==> src/hdl/riex_pkg.sv <==
// package: opcodes and shared types for the execute unit
`default_nettype none
package riex_pkg;

  localparam int XLEN = 64;

  typedef enum logic [4:0] {
    OP_NOP = 5'd0, OP_EXITI = 5'd1, OP_SYSCALL = 5'd2, OP_ADD = 5'd3, OP_ADDI = 5'd4,
    OP_SUB = 5'd5, OP_MULT = 5'd6, OP_DIV = 5'd7, OP_MOD = 5'd8, OP_LW = 5'd9,
    OP_SW = 5'd10, OP_LUI = 5'd11, OP_AND = 5'd12, OP_ANDI = 5'd13, OP_OR = 5'd14,
    OP_ORI = 5'd15, OP_XOR = 5'd16, OP_NOR = 5'd17, OP_SLT = 5'd18, OP_SLTI = 5'd19,
    OP_SLLI = 5'd20, OP_SRLI = 5'd21, OP_SLL = 5'd22, OP_SRL = 5'd23, OP_BEQ = 5'd24,
    OP_BEQL = 5'd25, OP_BNE = 5'd26, OP_BNEL = 5'd27, OP_J = 5'd28, OP_JR = 5'd29,
    OP_JAL = 5'd30, OP_ILLEGAL = 5'd31
  } op_t;

  // request to the iterative multiply/divide unit
  typedef struct packed {
    logic            start;
    logic            is_div;
    logic [XLEN-1:0] a;
    logic [XLEN-1:0] b;
  } md_req_t;

  // response of the iterative multiply/divide unit
  typedef struct packed {
    logic            done;
    logic [XLEN-1:0] prod;
    logic [XLEN-1:0] quot;
    logic [XLEN-1:0] rem;
  } md_rsp_t;

endpackage
`default_nettype wire

==> src/hdl/riex_muldiv.sv <==
// shared iterative unit: shift-add multiply and restoring divide, one bit per cycle
`default_nettype none
module riex_muldiv
  import riex_pkg::*;
(
  input  wire logic    clk,
  input  wire logic    rst,
  input  wire md_req_t req,
  output md_rsp_t      rsp
);

  logic            busy;
  logic            done;
  logic            is_div;
  logic [6:0]      count;
  logic [XLEN-1:0] acc;
  logic [XLEN-1:0] opa;
  logic [XLEN-1:0] opb;
  logic [XLEN:0]   trial;

  // restoring divide trial: shifted remainder minus divisor
  always_comb begin
    trial = {acc, opa[XLEN-1]} - {1'b0, opb};
  end

  // iteration sequencer
  always_ff @(posedge clk) begin
    if (rst) begin
      busy  <= 1'b0;
      done  <= 1'b0;
      count <= '0;
    end else begin
      done <= 1'b0;
      if (req.start && !busy) begin
        busy   <= 1'b1;
        is_div <= req.is_div;
        count  <= 7'(XLEN);
        acc    <= '0;
        opa    <= req.a;
        opb    <= req.b;
      end else if (busy) begin
        if (is_div) begin
          if (!trial[XLEN]) begin
            acc <= trial[XLEN-1:0];
            opa <= {opa[XLEN-2:0], 1'b1};
          end else begin
            acc <= {acc[XLEN-2:0], opa[XLEN-1]};
            opa <= {opa[XLEN-2:0], 1'b0};
          end
        end else begin
          // low product bits only: add multiplicand when low multiplier bit set
          if (opb[0]) acc <= acc + opa;
          opa <= {opa[XLEN-2:0], 1'b0};
          opb <= {1'b0, opb[XLEN-1:1]};
        end
        count <= count - 7'd1;
        if (count == 7'd1) begin
          busy <= 1'b0;
          done <= 1'b1;
        end
      end
    end
  end

  assign rsp.done = done;
  assign rsp.prod = acc;
  assign rsp.quot = opa;
  assign rsp.rem  = acc;

endmodule
`default_nettype wire

==> config.mk <==
export PLATFORM = sky130hd
export DESIGN_NAME = riex_muldiv
export DESIGN_NICKNAME = d
export VERILOG_FILES = /design/src/hdl/riex_pkg.sv /design/src/hdl/riex_muldiv.sv
export SDC_FILE = /design/constraint.sdc
export NUM_CORES = 1
export LEC_CHECK = 0
export BUFFER_PORTS_ARGS = -buffer_cell sky130_fd_sc_hd__buf_2
export CORE_MARGIN = 10
export CORE_UTILIZATION = 40
export CTS_CLUSTER_DIAMETER = 40
export DETAILED_ROUTE_END_ITERATION = 16
export PLACE_DENSITY_LB_ADDON = 0.15
export SLEW_MARGIN = 20
export SYNTH_ARGS = -nofsm -noshare
export SYNTH_HDL_FRONTEND = slang
export SYNTH_SLANG_ARGS = --single-unit
==> constraint.sdc <==
create_clock -name clk -period 9.8 [get_ports clk]
set_input_delay 0.49 -clock clk [delete_from_list [all_inputs] [get_ports clk]]
set_output_delay 0.49 -clock clk [all_outputs]
set_load 0.05 [all_outputs]
Yosys cells after proc, flatten, opt, wreduce, memory -nomap -nowiden
Index checks and enable logic that the tools add are counted. Widths: inputs -> output; s select.

$add $sub $neg: 3. Equal/unequal tests: 2. Muxes and demuxes: 17. Bitwise logic cells: 2. Reductions and logical operators: 10.

Operators with widths (count): $mux 64 (9); $sub 65x64->65 (1); $add 64x64->64 (1); $mux 7 (2); $eq 7x1->1 const B (1); $sub 7x1->7 const B (1); $mux 1 (6); $reduce_and 3->1 (2); $reduce_and 2->1 (2); $reduce_bool 3->1 (1); $reduce_or 3->1 (1); $ne 2x1->1 const B (1); $not 1->1 (2); $reduce_bool 2->1 (1); $reduce_or 2->1 (1); $logic_and 1x1->1 (1); $logic_not 1->1 (1).

Flip-flop bits (word level): 202. Input bits: 132. Output and inout bits: 193. Word-level logic and storage cells: 42.

Depth between registers and ports, before layout
Word-level depth: 5. Depth in mapped cells: 16. Depth with buffers taken out: 14.

Worst setup path before layout
Ideal clock, no wire load.

Path kind: register to register. From: register is_div. To: register acc[0], enable pin. Library setup time: 507 ps. Arrival time: 4434 ps. Required time: 9293 ps. Slack: 4859 ps. Stages on the path, launching flop included: 6. Path buffers: 3. Clock period less this slack: 4941 ps. Cells stage by stage: edfxtp_1 -> clkbuf_1 -> buf_1 -> buf_1 -> nor2_1 -> a21oi_1.

Word-level cells in the longest chain between the ends: 2.

RTL lines: start: declaration (RTL line riex_muldiv.sv:14) `logic is_div;`; start signal: assignment (RTL line riex_muldiv.sv:36) `is_div <= req.is_div;`; $reduce_bool 3->1 (no line); $reduce_and 3->1 (no line); end signal: assignment (RTL line riex_muldiv.sv:44) `acc <= trial[XLEN-1:0];`; end signal: assignment (RTL line riex_muldiv.sv:47) `acc <= {acc[XLEN-2:0], opa[XLEN-1]};`; end signal: assignment (RTL line riex_muldiv.sv:52) `if (opb[0]) acc <= acc + opa;`; end: declaration (RTL line riex_muldiv.sv:16) `logic [XLEN-1:0] acc;`.

No other way between the ends. A chain may end at the register's enable or synchronous reset.

Worst setup path in the final report
From: register opa[63]. To: register acc[17], data pin.

Word-level cells in the longest chain between the ends: 4.

RTL lines: start: declaration (RTL line riex_muldiv.sv:17) `logic [XLEN-1:0] opa;`; start signal: assignment (RTL line riex_muldiv.sv:39) `opa <= req.a;`; start signal: assignment (RTL line riex_muldiv.sv:45) `opa <= {opa[XLEN-2:0], 1'b1};`; start signal: assignment (RTL line riex_muldiv.sv:48) `opa <= {opa[XLEN-2:0], 1'b0};`; $sub 65x64->65 (RTL line riex_muldiv.sv:23) `trial = {acc, opa[XLEN-1]} - {1'b0, opb};`; $mux 64 (RTL line riex_muldiv.sv:43) `if (!trial[XLEN]) begin`; $mux 64 (RTL line riex_muldiv.sv:42) `if (is_div) begin`; $mux 64 (RTL line riex_muldiv.sv:41) `end else if (busy) begin`.

No other way between the ends. The select of a mux whose other input is x is not followed.

==> run summary <==
The number of antenna diodes in the final layout is 0. The area growth from synthesis to layout is 18.2%. The library cell used most frequently in the layout, excluding fill and tap cells, is sky130_fd_sc_hd__nand2_1. The maximum net fanout on the critical path is 36, and the post-cts sizing count is 0.

The HPWL after detailed placement is 42.9 mm. The sum of routed wire length over all layers was 57.3 mm; the number of buffers inserted during clock tree synthesis was 45. The accumulated negative setup slack was 0 ps; the fraction of final layout cells with drive strength greater than 1 was 19.1%. After filler insertion, the fill cell instance count of the layout stands at 4226.

The number of max-cap violations was 0. The detailed router finished its first iteration with 1228 violations. During placement, the flow inserted port buffers numbering 324.

During synthesis, Yosys emitted a total of 0 warnings. Power density normalized to cell area: 229 nW/um2. First-pass GRT wire length: 89.8 mm.

The maximum ir drop on the vdd rail was 0.000146 V; the pin slew with the least headroom to its limit was 1320 ps. For the worst-skew pair, the clock arrives at the later sink with an insertion delay of 570 ps. The core outline area was 42900 um2; the number of placement rows was 76. Counting every sink on the clock net gives 202. For the standby leakage power, the log shows 8.93 nW.

During I/O placement, the number of pins put on the boundary was 325. In this run the tightest slew margin relative to its limit is 11.8%. Of the total power, the clock network draws 35.5%.

The power share of the sequential group came out at 25.1%. The number of pins with negative max-slew slack in the final report was 0. The tools report the kind of start point of the critical path as a flip-flop. The worst clock skew was 27.7 ps. Data on the critical path is required at its endpoint by 10080 ps. For the finished layout, the period the worst path requires is 4780 ps.

In this run, synthesis produced a sequential element count of 202. TritonCTS built the clock tree. Global routing used 21.2% of the available tracks across all layers.

For this run, asynchronously set or reset flops after synthesis account for 0%. The count of final setup violators is 0. The CTS clock-pin slew for the worst setup and hold paths came out at 50 ps. The count of placed standard cells in the final layout, fillers left out is 2908, and the net switching fraction of the power is 39.8%. At the end of routability-driven placement, the weighted congestion stood at 0.890. In this run, distinct cell masters in the synthesized netlist total 82.

For this run the aggregate overflow at the end of global routing stands at 0. After detailed routing, the average wire length per cell comes to 19.7 um. The first TritonRoute pass finished after 5 iterations. The initial utilization of the core area, before any placement, comes to 40.2%. Most common flop cell mapped by yosys: sky130_fd_sc_hd__edfxtp_1.

For the initial antenna violation count, the log shows 0. With fillers left out, the area of the finished cells amounts to 20400 um2. The average instance area after synthesis came out at 8.23 um2. Sort of element at the end of the critical path: a flip-flop. The number of global-route vias before repair is 15.8k. For the post-CTS setup repair buffer count, the log shows 0. The flow ran to the end, and the final reports show no timing, DRC or antenna violations. In this run, the combinational gates consume 39.4% of the power.

Entering global routing, the biggest net connects 218 pins. Timing would allow up to 209 MHz. The tools report the clock tree root buffer cell as sky130_fd_sc_hd__clkbuf_16.

For the number of hold buffers added after CTS, the log shows 0. In the layout the commonest cells are sky130_fd_sc_hd__nand2_1, sky130_fd_sc_hd__buf_2, sky130_fd_sc_hd__edfxtp_1, sky130_fd_sc_hd__o21ai_0, sky130_fd_sc_hd__a21oi_1. Final period utilization: 48.8%. Counting along the longest clock path gives a buffer depth of 3. The total number of vias is 16.0k, and the number of remaining DRC errors is 0. At the placement stage, the worst setup path has a slack of 5020 ps.

Summing all placed instances gives a cell area of 18800 um2. The die covers 51900 um2. The synthesized netlist occupies a cell area of 17300 um2.

The total nets after synthesis was 2359. The number of synthesized flops with an enable pin works out to 193. The tools report the reported net switching power as 0.00186 W. The maximum level of the CTS H-tree was 2. The number of placed instances, taps included, is 2827. The net count of the finished layout was 2552. The utilization of the core after routing is 47.6%, and the number of hold violations in the final report is 0. Critical path start-end classification: flip-flop to flip-flop. After detailed routing, the number of vias per cell comes to 5.49. The die height came out at 228 um.

After synthesis, flip-flops and latches occupy 34.6% of the total area. Type of the tightest min-delay check: input pin to flip-flop. The width of the chip is 228 um. The instance count of the mapped netlist was 2096; the critical path arrival was 5060 ps.

Internal power comes to 0.00280 W. The final antenna-violating net count is 0. Setup repair after global routing left no endpoint under its margin. In the post-route analysis, the smallest setup slack over all paths is 5020 ps.
-- power by group through the flow --
stage               Sequential (W)  Clock [W]  Combinational [W]
floorplan                  0.00134          0            0.00127
global placement           0.00118          0            0.00181
detailed placement         0.00119          0            0.00182
CTS                        0.00117    0.00168            0.00183
global route               0.00118    0.00172            0.00201
finish                     0.00117    0.00166            0.00184
-- layout make-up --
class	count	area [um2]	share of cell area, %
clock inverter	28	365	1.79
tap	585	732	3.59
inverter	107	402	1.97
multi-input combinational	1600	9940	48.7
sequential	202	5980	29.3
timing repair buffer	333	1700	8.34
clock buffer	53	1280	6.29
-- worst paths after layout --
kind	from	endpoint	slack, ps	depth (start not counted)
worst max-delay path	opa[63]	acc[17]	5020	15
worst min-delay path	req[128]	is_div	90	1
worst max register to register	opa[63]	acc[17]	5020	15
worst min register to register	count[1]	count[1]	510	2
-- metrics by stage --
step                      power, W  hold WS [ps]
after detailed placement   0.00301           492
after floorplan            0.00260           447
after global routing       0.00491          62.6
after global placement     0.00300           477
final                      0.00466          86.4
after CTS                  0.00468          52.7
-- cells by family (layout without fill, tap and decap cells) --
group,count (synthesis),in the layout,synth area share [%]
muxes,15,15,0.877
buffers and inverters,294,521,8.05
and+or+nand+nor,718,718,17.9
DFF,202,202,34.6
adders and majority gates,131,131,9.58
xor gates and xnor gates,124,124,6.45
AOI/OAI and AO/OA,612,612,22.5
-- Yosys cell counts (4+ instances only) --
cell type / count / area (um2)
sky130_fd_sc_hd__or3_1: 4 / 25.0
sky130_fd_sc_hd__nor2b_1: 10 / 62.6
sky130_fd_sc_hd__xor2_1: 39 / 342
sky130_fd_sc_hd__xnor2_1: 83 / 727
sky130_fd_sc_hd__ha_1: 129 / 1610
sky130_fd_sc_hd__o21ai_0: 160 / 801
sky130_fd_sc_hd__nand2b_1: 13 / 81.3
sky130_fd_sc_hd__o31a_1: 5 / 43.8
sky130_fd_sc_hd__o31ai_1: 5 / 37.5
sky130_fd_sc_hd__mux2i_1: 14 / 140
sky130_fd_sc_hd__and3_1: 6 / 37.5
sky130_fd_sc_hd__o22ai_1: 10 / 62.6
sky130_fd_sc_hd__o21bai_1: 39 / 293
sky130_fd_sc_hd__a21o_1: 59 / 443
sky130_fd_sc_hd__a21boi_0: 6 / 45.0
sky130_fd_sc_hd__o41ai_1: 5 / 43.8
sky130_fd_sc_hd__o21ba_2: 4 / 40.0
sky130_fd_sc_hd__clkbuf_1: 91 / 342
sky130_fd_sc_hd__buf_1: 9 / 33.8
sky130_fd_sc_hd__a41oi_1: 5 / 43.8
sky130_fd_sc_hd__nand3_1: 38 / 190
sky130_fd_sc_hd__buf_2: 16 / 80.1
sky130_fd_sc_hd__a21oi_1: 159 / 796
sky130_fd_sc_hd__o221ai_1: 4 / 35.0
sky130_fd_sc_hd__a311oi_1: 12 / 105
sky130_fd_sc_hd__o211a_1: 5 / 50.1
sky130_fd_sc_hd__nand2_1: 426 / 1600
sky130_fd_sc_hd__a31oi_1: 53 / 332
sky130_fd_sc_hd__nor4_1: 6 / 37.5
sky130_fd_sc_hd__and2_1: 7 / 43.8
sky130_fd_sc_hd__dfxtp_1: 9 / 180
sky130_fd_sc_hd__nor3_1: 28 / 140
sky130_fd_sc_hd__inv_1: 106 / 398
sky130_fd_sc_hd__o211ai_1: 7 / 52.6
sky130_fd_sc_hd__buf_4: 71 / 533
sky130_fd_sc_hd__nor2_1: 114 / 428
sky130_fd_sc_hd__edfxtp_1: 193 / 5800
sky130_fd_sc_hd__nand4_1: 48 / 300
sky130_fd_sc_hd__a211oi_1: 14 / 105
sky130_fd_sc_hd__o21a_1: 19 / 143
-- registers in the layout, indices dropped and copies added, names as in the netlist --
name / cells
is_div: 1
opb: 64
busy: 1
acc: 64
opa: 64
count: 7
done: 1
-- metal layers --
layer  GRT usage (%)  wire length (um)  part of all wire [%]
met1            28.4             26300                    46
met2            34.7             26700                    47
met3            3.91              3100                   5.4
met4            5.49              1100                   1.9
met5               0                 0                     0
-- critical path: stages, from the launching register on --
cell                        delay, ps
sky130_fd_sc_hd__edfxtp_1         390
sky130_fd_sc_hd__inv_1             80
sky130_fd_sc_hd__ha_1             220
sky130_fd_sc_hd__fa_1             380
sky130_fd_sc_hd__nand2b_1         200
sky130_fd_sc_hd__a211oi_2         240
sky130_fd_sc_hd__o2111ai_2        220
sky130_fd_sc_hd__a21o_1           230
sky130_fd_sc_hd__a31o_1           250
sky130_fd_sc_hd__nand4_1          120
sky130_fd_sc_hd__a31oi_1          100
sky130_fd_sc_hd__a211o_2          470
sky130_fd_sc_hd__xnor2_4          720
sky130_fd_sc_hd__buf_4            500
sky130_fd_sc_hd__mux2i_1          250
sky130_fd_sc_hd__a211oi_1          90
No activity file was read; power rests on OpenSTA's default activity.
